## src/hw/rtl/adjm_pkg.sv

```systemverilog
// ----------------------------------------------------------------------------
// adjm_pkg
// Shared widths, opcodes and controller/datapath command and status types
// for the adjacency matrix graph store.
// ----------------------------------------------------------------------------
package adjm_pkg;

   localparam int unsigned OPCODE_W   = 3;
   localparam int unsigned VERTEX_W   = 4;
   localparam int unsigned VALUE_W    = 16;
   localparam int unsigned VCOUNT_W   = 5;
   localparam int unsigned MAX_RESULTS = 16;
   localparam int unsigned COUNT_W    = $clog2(MAX_RESULTS + 1);
   localparam int unsigned UNIT_WEIGHT = 1;

   localparam logic [VCOUNT_W-1:0] VCOUNT_RESET = 5'd16;

   typedef logic [OPCODE_W-1:0] opcode_type;

   localparam opcode_type OP_GET    = 3'd0;
   localparam opcode_type OP_SET    = 3'd1;
   localparam opcode_type OP_ADD    = 3'd2;
   localparam opcode_type OP_REMOVE = 3'd3;
   localparam opcode_type OP_FIRST  = 3'd4;
   localparam opcode_type OP_NEXT   = 3'd5;
   localparam opcode_type OP_LIST   = 3'd6;

   typedef logic [1:0] emit_sel_type;

   localparam emit_sel_type EMIT_ZERO = 2'd0;
   localparam emit_sel_type EMIT_GET  = 2'd1;
   localparam emit_sel_type EMIT_COL  = 2'd2;
   localparam emit_sel_type EMIT_HELD = 2'd3;

   typedef struct packed {
      logic         clear;
      logic         load;
      logic         advance;
      logic         capture;
      logic         write_cell;
      logic         emit;
      emit_sel_type emit_sel;
      logic         emit_last;
   } cmd_type;

   typedef struct packed {
      opcode_type req_op;
      logic       req_xin;
      logic       req_yin;
      opcode_type op;
      logic       out_free;
      logic       at_end;
      logic       nonzero;
      logic       held_valid;
      logic       cap_hit;
      logic       clear_done;
   } status_type;

endpackage

```

## src/hw/rtl/adjm_ctrl.sv

```systemverilog
// ----------------------------------------------------------------------------
// adjm_ctrl
// Controller: clearing pass after reset, request dispatch, cell access,
// row scan and response sequencing.
// ----------------------------------------------------------------------------
module adjm_ctrl (
   input  logic                  clock,
   input  logic                  reset,
   input  logic                  req_valid,
   output logic                  req_ready,
   input  adjm_pkg::status_type  status,
   output adjm_pkg::cmd_type     cmd
);

   localparam logic [2:0] ST_CLEAR  = 3'd0;
   localparam logic [2:0] ST_IDLE   = 3'd1;
   localparam logic [2:0] ST_ZERO   = 3'd2;
   localparam logic [2:0] ST_CELL   = 3'd3;
   localparam logic [2:0] ST_SCAN   = 3'd4;
   localparam logic [2:0] ST_FINISH = 3'd5;

   logic [2:0] state_ff, state_in;
   logic       is_list;

   assign req_ready = (state_ff == ST_IDLE);
   assign is_list   = (status.op == adjm_pkg::OP_LIST);

   always_comb begin
      cmd      = '0;
      state_in = state_ff;
      case (state_ff)
         ST_CLEAR: begin
            cmd.clear = 1'b1;
            if (status.clear_done) begin
               state_in = ST_IDLE;
            end
         end
         ST_IDLE: begin
            if (req_valid) begin
               cmd.load = 1'b1;
               case (status.req_op)
                  adjm_pkg::OP_GET, adjm_pkg::OP_SET,
                  adjm_pkg::OP_ADD, adjm_pkg::OP_REMOVE: begin
                     state_in = (status.req_xin && status.req_yin) ? ST_CELL : ST_ZERO;
                  end
                  adjm_pkg::OP_FIRST, adjm_pkg::OP_LIST: begin
                     state_in = status.req_xin ? ST_SCAN : ST_ZERO;
                  end
                  adjm_pkg::OP_NEXT: begin
                     state_in = (status.req_xin && status.req_yin) ? ST_SCAN : ST_ZERO;
                  end
                  default: begin
                     state_in = ST_ZERO;
                  end
               endcase
            end
         end
         ST_ZERO: begin
            if (status.out_free) begin
               cmd.emit      = 1'b1;
               cmd.emit_sel  = adjm_pkg::EMIT_ZERO;
               cmd.emit_last = 1'b1;
               state_in      = ST_IDLE;
            end
         end
         ST_CELL: begin
            // write and answer in the same cycle so the write happens once
            if (status.out_free) begin
               cmd.emit       = 1'b1;
               cmd.emit_sel   = (status.op == adjm_pkg::OP_GET) ?
                                adjm_pkg::EMIT_GET : adjm_pkg::EMIT_ZERO;
               cmd.emit_last  = 1'b1;
               cmd.write_cell = 1'b1;
               state_in       = ST_IDLE;
            end
         end
         ST_SCAN: begin
            if (status.at_end) begin
               state_in = is_list ? ST_FINISH : ST_ZERO;
            end else if (status.nonzero) begin
               if (!is_list) begin
                  if (status.out_free) begin
                     cmd.emit      = 1'b1;
                     cmd.emit_sel  = adjm_pkg::EMIT_COL;
                     cmd.emit_last = 1'b1;
                     state_in      = ST_IDLE;
                  end
               end else if (!status.held_valid || status.out_free) begin
                  // previous neighbor goes out once a later one is known
                  cmd.emit      = status.held_valid;
                  cmd.emit_sel  = adjm_pkg::EMIT_HELD;
                  cmd.emit_last = 1'b0;
                  cmd.capture   = 1'b1;
                  if (status.cap_hit) begin
                     state_in = ST_FINISH;
                  end else begin
                     cmd.advance = 1'b1;
                  end
               end
            end else begin
               cmd.advance = 1'b1;
            end
         end
         ST_FINISH: begin
            if (status.out_free) begin
               cmd.emit      = 1'b1;
               cmd.emit_sel  = status.held_valid ? adjm_pkg::EMIT_HELD : adjm_pkg::EMIT_ZERO;
               cmd.emit_last = 1'b1;
               state_in      = ST_IDLE;
            end
         end
         default: begin
            state_in = ST_IDLE;
         end
      endcase
   end

   always_ff @(posedge clock) begin
      if (reset) begin
         state_ff <= ST_CLEAR;
      end else begin
         state_ff <= state_in;
      end
   end

endmodule
```

## config.mk

```make
export PLATFORM = sky130hd
export DESIGN_NAME = adjm_ctrl
export DESIGN_NICKNAME = d
export VERILOG_FILES = /design/src/hw/rtl/adjm_pkg.sv /design/src/hw/rtl/adjm_ctrl.sv
export SDC_FILE = /design/constraint.sdc
export NUM_CORES = 1
export LEC_CHECK = 0
export BUFFER_PORTS_ARGS = -buffer_cell sky130_fd_sc_hd__buf_2
export CAP_MARGIN = 20
export CORE_AREA = 2 2 39 41
export CTS_BUF_LIST = sky130_fd_sc_hd__clkbuf_8
export DETAILED_ROUTE_END_ITERATION = 8
export DIE_AREA = 0 0 41 43
export PLACE_DENSITY = 0.66
export SKIP_LAST_GASP = 1
export SYNTH_ARGS = -nofsm -noshare
export SYNTH_HDL_FRONTEND = slang
export SYNTH_SLANG_ARGS = --single-unit
```

## constraint.sdc

```tcl
create_clock -name clock -period 1.3 [get_ports clock]
set_input_delay 0.065 -clock clock [delete_from_list [all_inputs] [get_ports clock]]
set_output_delay 0.065 -clock clock [all_outputs]
set_load 0.1 [all_outputs]
```

=== Word level (Yosys, flattened, before mapping) ===
Cells that the tools add are included.

* Reductions and logical operators: 10
* Equality and inequality tests: 17
* Muxes and demuxes: 36

{| class="wikitable"
|+ Operator list
! cell !! number
|-
| 3-bit two-way mux || 11
|-
| 4-bit two-way mux || 7
|-
| 3-bit equality test (second input constant) || 6
|-
| 4-bit case mux with 4 select lines || 1
|-
| 3-bit by 2-bit equality test with 1-bit output (second input constant) || 4
|-
| 3-bit case mux with 4 select lines || 1
|-
| 2-bit two-way mux || 5
|-
| 3-bit logical NOT || 3
|-
| 1-bit two-way mux || 9
|-
| 3-bit case mux with 3 select lines || 1
|-
| 4-bit != test (second input constant) || 2
|-
| 3-bit by 1-bit equality test with 1-bit output (second input constant) || 2
|-
| 5-bit two-way mux || 1
|-
| 5-bit AND reduction || 1
|-
| 2-bit != test (second input constant) || 2
|-
| 4-bit OR reduction || 1
|-
| 3-bit != test (second input constant) || 1
|-
| 3-bit OR reduction || 1
|-
| 2-bit OR reduction || 1
|-
| 1-bit logical AND || 1
|-
| 1-bit logical NOT || 1
|-
| 1-bit logical OR || 1
|}

* Flip-flop bits (word level): 3
* Input port bits: 17

=== Depth between registers and ports, before layout ===
Gate-level depths: netlist of run 1.

* Depth in word-level cells: 7
* Mapped depth: 6
* Depth with buffers taken out: 4

=== Worst setup path after synthesis of run 1 ===
No wires, ideal clock.

* Kind: register to output
* Start: register state_ff[1]
* End: output cmd[1] (netlist name)
* Stages on the path, launching flop included: 4
* Setup slack: -2.390 ns
* Arrival: 3.625 ns
* Data required time: 1.235 ns
* Cells stage by stage: dfxtp_1 -> or2b_1 -> nor3_1 -> a21o_1

{| class="wikitable"
|+ RTL lines
! what !! line !! source
|-
| from (decl) || adjm_ctrl.sv:22 || <nowiki>logic [2:0] state_ff, state_in;</nowiki>
|-
| from (signal assigned) || adjm_ctrl.sv:122 || <nowiki>state_ff <= state_in;</nowiki>
|-
| to (decl) || adjm_ctrl.sv:12 || <nowiki>output adjm_pkg::cmd_type cmd</nowiki>
|}

==> flow_metrics.py, run 1 <==
metrics = {
    "route": {
        "drc": 0,
        "firstDrtPassIters": 4,
        "wl_per_cell_um": 13.10,
        "vias_per_cell": 5.416,
        "num_vias": 677,
        "ant_nets": 0,
        "drt_first_iter_violations": 21,
        "wl_mm": 1.637,
    },
    "grt": {
        "grtUsageTotal_pct": 20.06,
        "grt_pass1_wl_mm": 2.484,
        "grt_antenna_before_repair": 0,
        "grt_max_degree": 17,
        "grt.overflow.total": 0,
        "grt_pass1_vias": 588,
    },
    "place": {
        "port_buffers": 26,
        "gp_congestion": 0.7686,
        "dp_hpwl_mm": 1.171,
        "place_ws_ns": -0.1452,
        "dp_cells": 116,
    },
    "synthesis": {
        "avgSynthCellArea_um2": 6.808,
        "syn_nets": 85,
        "ys_seq_area_share_pct": 12.97,
        "synth_edf_count": 0,
        "yosysWarnings": 0,
        "ys_ff_latch": 3,
        "ys_types": 32,
        "yosys.area.top_type": "dfxtp_1",
        "synth_area_leaders": "dfxtp_1 13%, a21oi_1 7.6%, nand2_1 5.7%",
        "syn_area_um2": 462.9,
        "syn_inst": 68,
        "synth_top_area_share_pct": 12.97,
        "yosys_most_used_dff": "dfxtp_1",
        "synthArstFlopShare_pct": 0,
    },
    "run": {
        "cap_violations": 0,
    },
    "setup_path": {
        "crit_type": "register to primary output",
        "critPathMaxFanout": 5,
        "crit_required_ns": 1.24,
        "arrival_ns": 1.58,
        "start_kind": "register",
        "endpoint_kind": "primary output",
    },
    "timing": {
        "finalHoldWorstSlack_ns": 0.1388,
        "setup_ws_ns": -0.3406,
        "hold_violations": 0,
        "finClkSkew_ns": 0.0003765,
        "fmax_ghz": 0.6095,
        "timing.setup.tns_ns": -1.931,
        "timing.slew.headroom_pct": 78.28,
        "period_minus_slack_ns": 1.641,
        "finalMaxSlewViolations": 0,
        "setup_viol": 12,
        "fin_crit_sh_pct": 126.2,
        "rsz0062_at_grt": "true",
        "tightestPinTransition_ns": 0.3224,
    },
    "floorplan": {
        "pin_count": 27,
        "fp.dieH_um": 43,
        "dieWidth_um": 41,
        "die_area_mm2": 0.001763,
        "start_util_pct": 33.45,
        "core_area_mm2": 0.001384,
        "rows": 14,
    },
    "clocking": {
        "root_buffer": "clkbuf_8",
        "htree_levels": 1,
        "cts_tree": "built",
        "ctsLongestPathBuffers": 2,
        "numClockSinks": 3,
        "insertion_delay_ns": 0.21,
        "cts.clk_slew.worst_paths_ns": 0.03,
        "cts_made_buffers": 3,
    },
    "pwr": {
        "p_per_area_mw_per_mm2": 817.6,
        "ir_worst_vdd_v": 0.0009216,
        "leakage_nw": 0.4466,
    },
    "layout": {
        "drive_gt1_share_pct": 58.72,
        "layout_commonest_cell": "buf_2",
        "layout_common_cells": "16 x buf_2, 10 x buf_12, 7 x buf_6, 6 x a21oi_1, 6 x buf_4",
        "antennaDiodeCount": 0,
        "regMostFlops": "state_ff",
        "largest_register_ffs": 3,
        "fin_nets": 127,
        "final_core_util_pct": 74.41,
        "fillCellCount": 101,
        "reg.largest.list": "state_ff (3)",
        "area_growth_pct": 122.4,
        "final_cells": 125,
    },
    "outcome": {
        "violations": "negative setup slack",
        "outcome": "finished, violations left",
    },
    "min_path": {
        "min_path_type": "input pin to register",
    },
}
[critical path, cell delays in order (launching register included)]
cell and delay, ns:
dfxtp_2 0.32, nor4b_4 0.34, a31o_1 0.21, nand3_1 0.09, a21oi_2 0.20, buf_12 0.19
[per-layer routing]
| layer | track usage [%] | up-vias | share of wire [%] |
|---|---|---|---|
| met5 | 0 | - | 0 |
| met4 | 8.667 | 0 | 0 |
| met3 | 0.5236 | 0 | 5.7 |
| met2 | 34.38 | 32 | 53 |
| met1 | 24.36 | 311 | 41 |
| li1 | - | 334 | - |
[through the flow]
step / power [mW] / area [um2]
5_1_grt: 0.8833 / 1030
2_1_floorplan: 0.3710 / 556.8
3_3_place_gp: 0.5238 / 898.4
6_report: 0.8419 / 1030
3_5_place_dp: 0.5283 / 898.4
4_1_cts: 0.8359 / 1011
[area by class of cell]
class / instances / area [um2] / area share (%)
Clock buffer: 3 / 41.29 / 4.010
Clock inverter: 1 / 3.754 / 0.3645
Inverter: 5 / 23.77 / 2.309
Multi-Input combinational cell: 57 / 455.4 / 44.23
Sequential cell: 3 / 66.31 / 6.440
Tap cell: 16 / 20.02 / 1.944
Timing Repair Buffer: 40 / 419.2 / 40.70
[logic make-up (layout without fill, tap and decap cells)]
| family | after synthesis | count (layout) | synth area share, % |
|---|---|---|---|
| flip-flops | 3 | 3 | 12.97 |
| AND/OR/NAND/NOR | 34 | 34 | 43.25 |
| multiplexers | 1 | 1 | 2.162 |
| AO/OA/AOI/OAI | 22 | 22 | 33.79 |
| buffers and inverters | 8 | 49 | 7.839 |
[power by group]
part           internal, mW  switching (mW)
Combinational         0.209           0.268
Clock                 0.200          0.0546
Sequential            0.101         0.00828
Total                 0.511           0.331
[final timing paths]
path | from | to | slack [ns] | cells past startpoint
hold / removal | reset | state_ff[1] | 0.14 | 3
setup reg to reg | state_ff[1] | state_ff[1] | -0.09 | 7
hold reg to reg | state_ff[0] | state_ff[2] | 0.68 | 3
setup / recovery | state_ff[0] | cmd[0] | -0.34 | 5
[what timing repair did]
| action | in CTS | in global routing |
|---|---|---|
| pin swaps | 10 | 7 |
| resized for setup | 13 | 6 |
| cloned | 0 | 0 |
| hold buffers | 0 | 0 |
| setup endpoints to repair | 12 | 13 |
| setup buffers | 4 | 3 |
[synthesized netlist by cell type (2+ instances only)]
master,instances
inv_1,5
nand2b_1,3
nor2_1,6
nand2_1,7
o211a_1,2
a21oi_1,7
nor3_1,5
buf_2,2
o21ai_0,2
dfxtp_1,3
o211ai_1,2
nand3_1,4
(Power assumes the default switching activity.)
==> run 2: changes to the inputs <==
--- a/config.mk
+++ b/config.mk
@@ -6,12 +6,12 @@
 export NUM_CORES = 1
 export LEC_CHECK = 0
 export BUFFER_PORTS_ARGS = -buffer_cell sky130_fd_sc_hd__buf_2
-export CAP_MARGIN = 20
-export CORE_AREA = 2 2 39 41
+export CAP_MARGIN = 10
+export CORE_MARGIN = 2
+export CORE_UTILIZATION = 35
 export CTS_BUF_LIST = sky130_fd_sc_hd__clkbuf_8
 export DETAILED_ROUTE_END_ITERATION = 8
-export DIE_AREA = 0 0 41 43
-export PLACE_DENSITY = 0.66
+export PLACE_DENSITY = 0.69
 export SKIP_LAST_GASP = 1
 export SYNTH_ARGS = -nofsm -noshare
 export SYNTH_HDL_FRONTEND = slang
==> constraint.sdc (replaced) <==
create_clock -name clock -period 1.4 [get_ports clock]
set_input_delay 0.07 -clock clock [delete_from_list [all_inputs] [get_ports clock]]
set_output_delay 0.07 -clock clock [all_outputs]
set_load 0.1 [all_outputs]
==> run 2 against run 1 <==
  * The flow still finishes with violations (negative setup slack)
  * First-iteration DRC count decreased by 4.8%
  * Register-to-register slack improved by 0.16 ns
  * Sequential power decreased by 7%
  * Largest cell class unchanged
  * Highest routed layer is now met4
==> flow_metrics.py, run 2 (same netlist as run 1, synthesis figures left out) <==
metrics = {
    "outcome": {
        "outcome": "finished, violations left",
        "violations": "negative setup slack",
    },
    "route": {
        "vias_per_cell": 5.583,
        "wl_per_cell_um": 13.56,
        "ant_nets": 0,
        "wl_mm": 1.627,
        "num_vias": 670,
        "firstDrtPassIters": 4,
        "drc": 0,
        "drt_first_iter_violations": 20,
    },
    "timing": {
        "setup_viol": 7,
        "rsz0062_at_grt": "true",
        "tightestPinTransition_ns": 0.4058,
        "period_minus_slack_ns": 1.601,
        "timing.slew.headroom_pct": 72.66,
        "fmax_ghz": 0.6245,
        "timing.setup.tns_ns": -0.8980,
        "fin_crit_sh_pct": 114.4,
        "hold_violations": 0,
        "finClkSkew_ns": 0.005689,
        "finalMaxSlewViolations": 0,
        "setup_ws_ns": -0.2013,
    },
    "layout": {
        "area_growth_pct": 110.8,
        "largest_register_ffs": 3,
        "layout_commonest_cell": "buf_2",
        "antennaDiodeCount": 0,
        "regMostFlops": "state_ff",
        "fin_nets": 123,
        "reg.largest.list": "state_ff (3)",
        "drive_gt1_share_pct": 58.10,
        "layout_common_cells": "16 x buf_2, 10 x buf_12, 7 x buf_4, 6 x a21oi_1, 5 x nand2_1",
    },
    "pwr": {
        "share_comb_of_total_power_pct": 53.4,
        "p_seq_share_pct": 13.5,
        "p_switching_uw": 308.4,
        "clockPowerShare_pct": 33.1,
        "power_uw": 752.6,
        "leakage_nw": 0.4286,
        "p_per_area_mw_per_mm2": 771.1,
        "internal-power_uw": 444.2,
        "ir_worst_vdd_v": 0.0006195,
        "switching_share_pct": 40.98,
    },
    "clocking": {
        "cts_tree": "built",
        "numClockSinks": 3,
        "postCtsSetupBuffers": 0,
        "root_buffer": "clkbuf_8",
        "htree_levels": 1,
        "cts.clk_slew.worst_paths_ns": 0.03,
        "insertion_delay_ns": 0.22,
        "ctsLongestPathBuffers": 2,
        "cts_made_buffers": 3,
    },
    "floorplan": {
        "start_util_pct": 36.49,
        "fp.dieH_um": 40.37,
        "die_area_mm2": 0.001630,
        "rows": 13,
        "core_area_mm2": 0.001269,
        "pin_count": 27,
        "dieWidth_um": 40.37,
    },
    "grt": {
        "grt_antenna_before_repair": 0,
        "grt_pass1_wl_mm": 2.435,
        "grt_pass1_vias": 600,
        "grt_max_degree": 11,
        "grtUsageTotal_pct": 22.00,
        "grt.overflow.total": 0,
    },
    "setup_path": {
        "crit_type": "register to primary output",
        "slowest_delay_ns": 0.32,
        "start_kind": "register",
        "arrival_ns": 1.53,
        "crit_family": "simple AND/OR/NAND/NOR gates",
        "crit_required_ns": 1.33,
        "r2r_slack_ns": 0.07,
        "r2r.worst_path.cells": 5,
        "cp_slowest_cell": "dfxtp_2",
        "cp_num_buf_inv": 1,
        "endpoint_kind": "primary output",
        "worstReg2RegStart": "state_ff[1]",
        "critPathMaxFanout": 4,
        "path_cells": "nor4b_4 > nand3_1 > a21boi_2 > o21bai_4 > buf_12",
        "reg2reg_to": "state_ff[0]",
    },
    "min_path": {
        "hp-start": "reset",
        "whs_endpoint": "state_ff[0]",
        "holdPathStages": 3,
        "min_path_type": "input pin to register",
    },
    "place": {
        "place_ws_ns": -0.02788,
        "port_buffers": 26,
        "gp_congestion": 0.8602,
        "dp_hpwl_mm": 1.248,
    },
    "run": {
        "cap_violations": 0,
    },
}
==> run 2: per-layer routing <==
metal,part of all wire (%),up-vias,GRT usage [%]
li1,-,328,-
met1,41,310,25.49
met2,53,28,42.46
met3,4.1,4,0.5556
met4,1.4,0,6.667
met5,0,-,0
==> run 2: final cells by class <==
cell class | instances | area [um2]
multi-input combinational | 57 | 460.4
sequential | 3 | 66.31
fill | 85 | 292.8
timing repair buffer | 36 | 366.6
inverter | 5 | 18.77
tap | 15 | 18.77
clock inverter | 1 | 3.754
clock buffer | 3 | 41.29
==> run 2: worst max path at each step <==
stage           startpoint     end  slack [ns]  depth (start not counted)
6_report       state_ff[0]  cmd[2]       -0.20                          5
5_1_grt        state_ff[0]  cmd[2]       -0.25                          5
4_1_cts        state_ff[0]  cmd[0]       -0.17                          5
3_5_place_dp   state_ff[1]  cmd[3]       -0.03                          4
3_3_place_gp   state_ff[1]  cmd[0]      -0.002                          5
2_1_floorplan  state_ff[2]  cmd[1]       -0.62                          4
==> run 2: timing repair <==
action	in CTS	in global routing
endpoints found under the hold margin	0	0
pin swaps	11	3
cloned	0	0
hold buffers	0	0
endpoints found under the setup margin	8	7
gates resized for setup	10	1
==> run 2: worst min-delay path, delay by kind of cell <==
kind | cells | cell delay, ns
buffers and inverters | 1 | 0.09
AOI/OAI and AO/OA | 2 | 0.15
==> run 2: power by group through the flow <==
| stage | sequential, mW | clock, mW | combinational [mW] |
|---|---|---|---|
| after global placement | 0.101 | 0 | 0.386 |
| after floorplan | 0.102 | 0 | 0.239 |
| after CTS | 0.101 | 0.249 | 0.402 |
| after global routing | 0.102 | 0.255 | 0.422 |
| after detailed placement | 0.101 | 0 | 0.388 |
| final | 0.101 | 0.249 | 0.402 |
==> run 2: through the flow <==
stage,cell area [um2],std cells,hold WS [ns],utilization (%)
floorplan,553.0,68,0.2265,-
global placement,903.4,116,0.3447,71.20
detailed placement,903.4,116,0.3591,71.20
CTS,974.7,120,0.1321,76.82
global route,975.9,120,0.1441,76.92
finish,975.9,120,0.1341,76.92
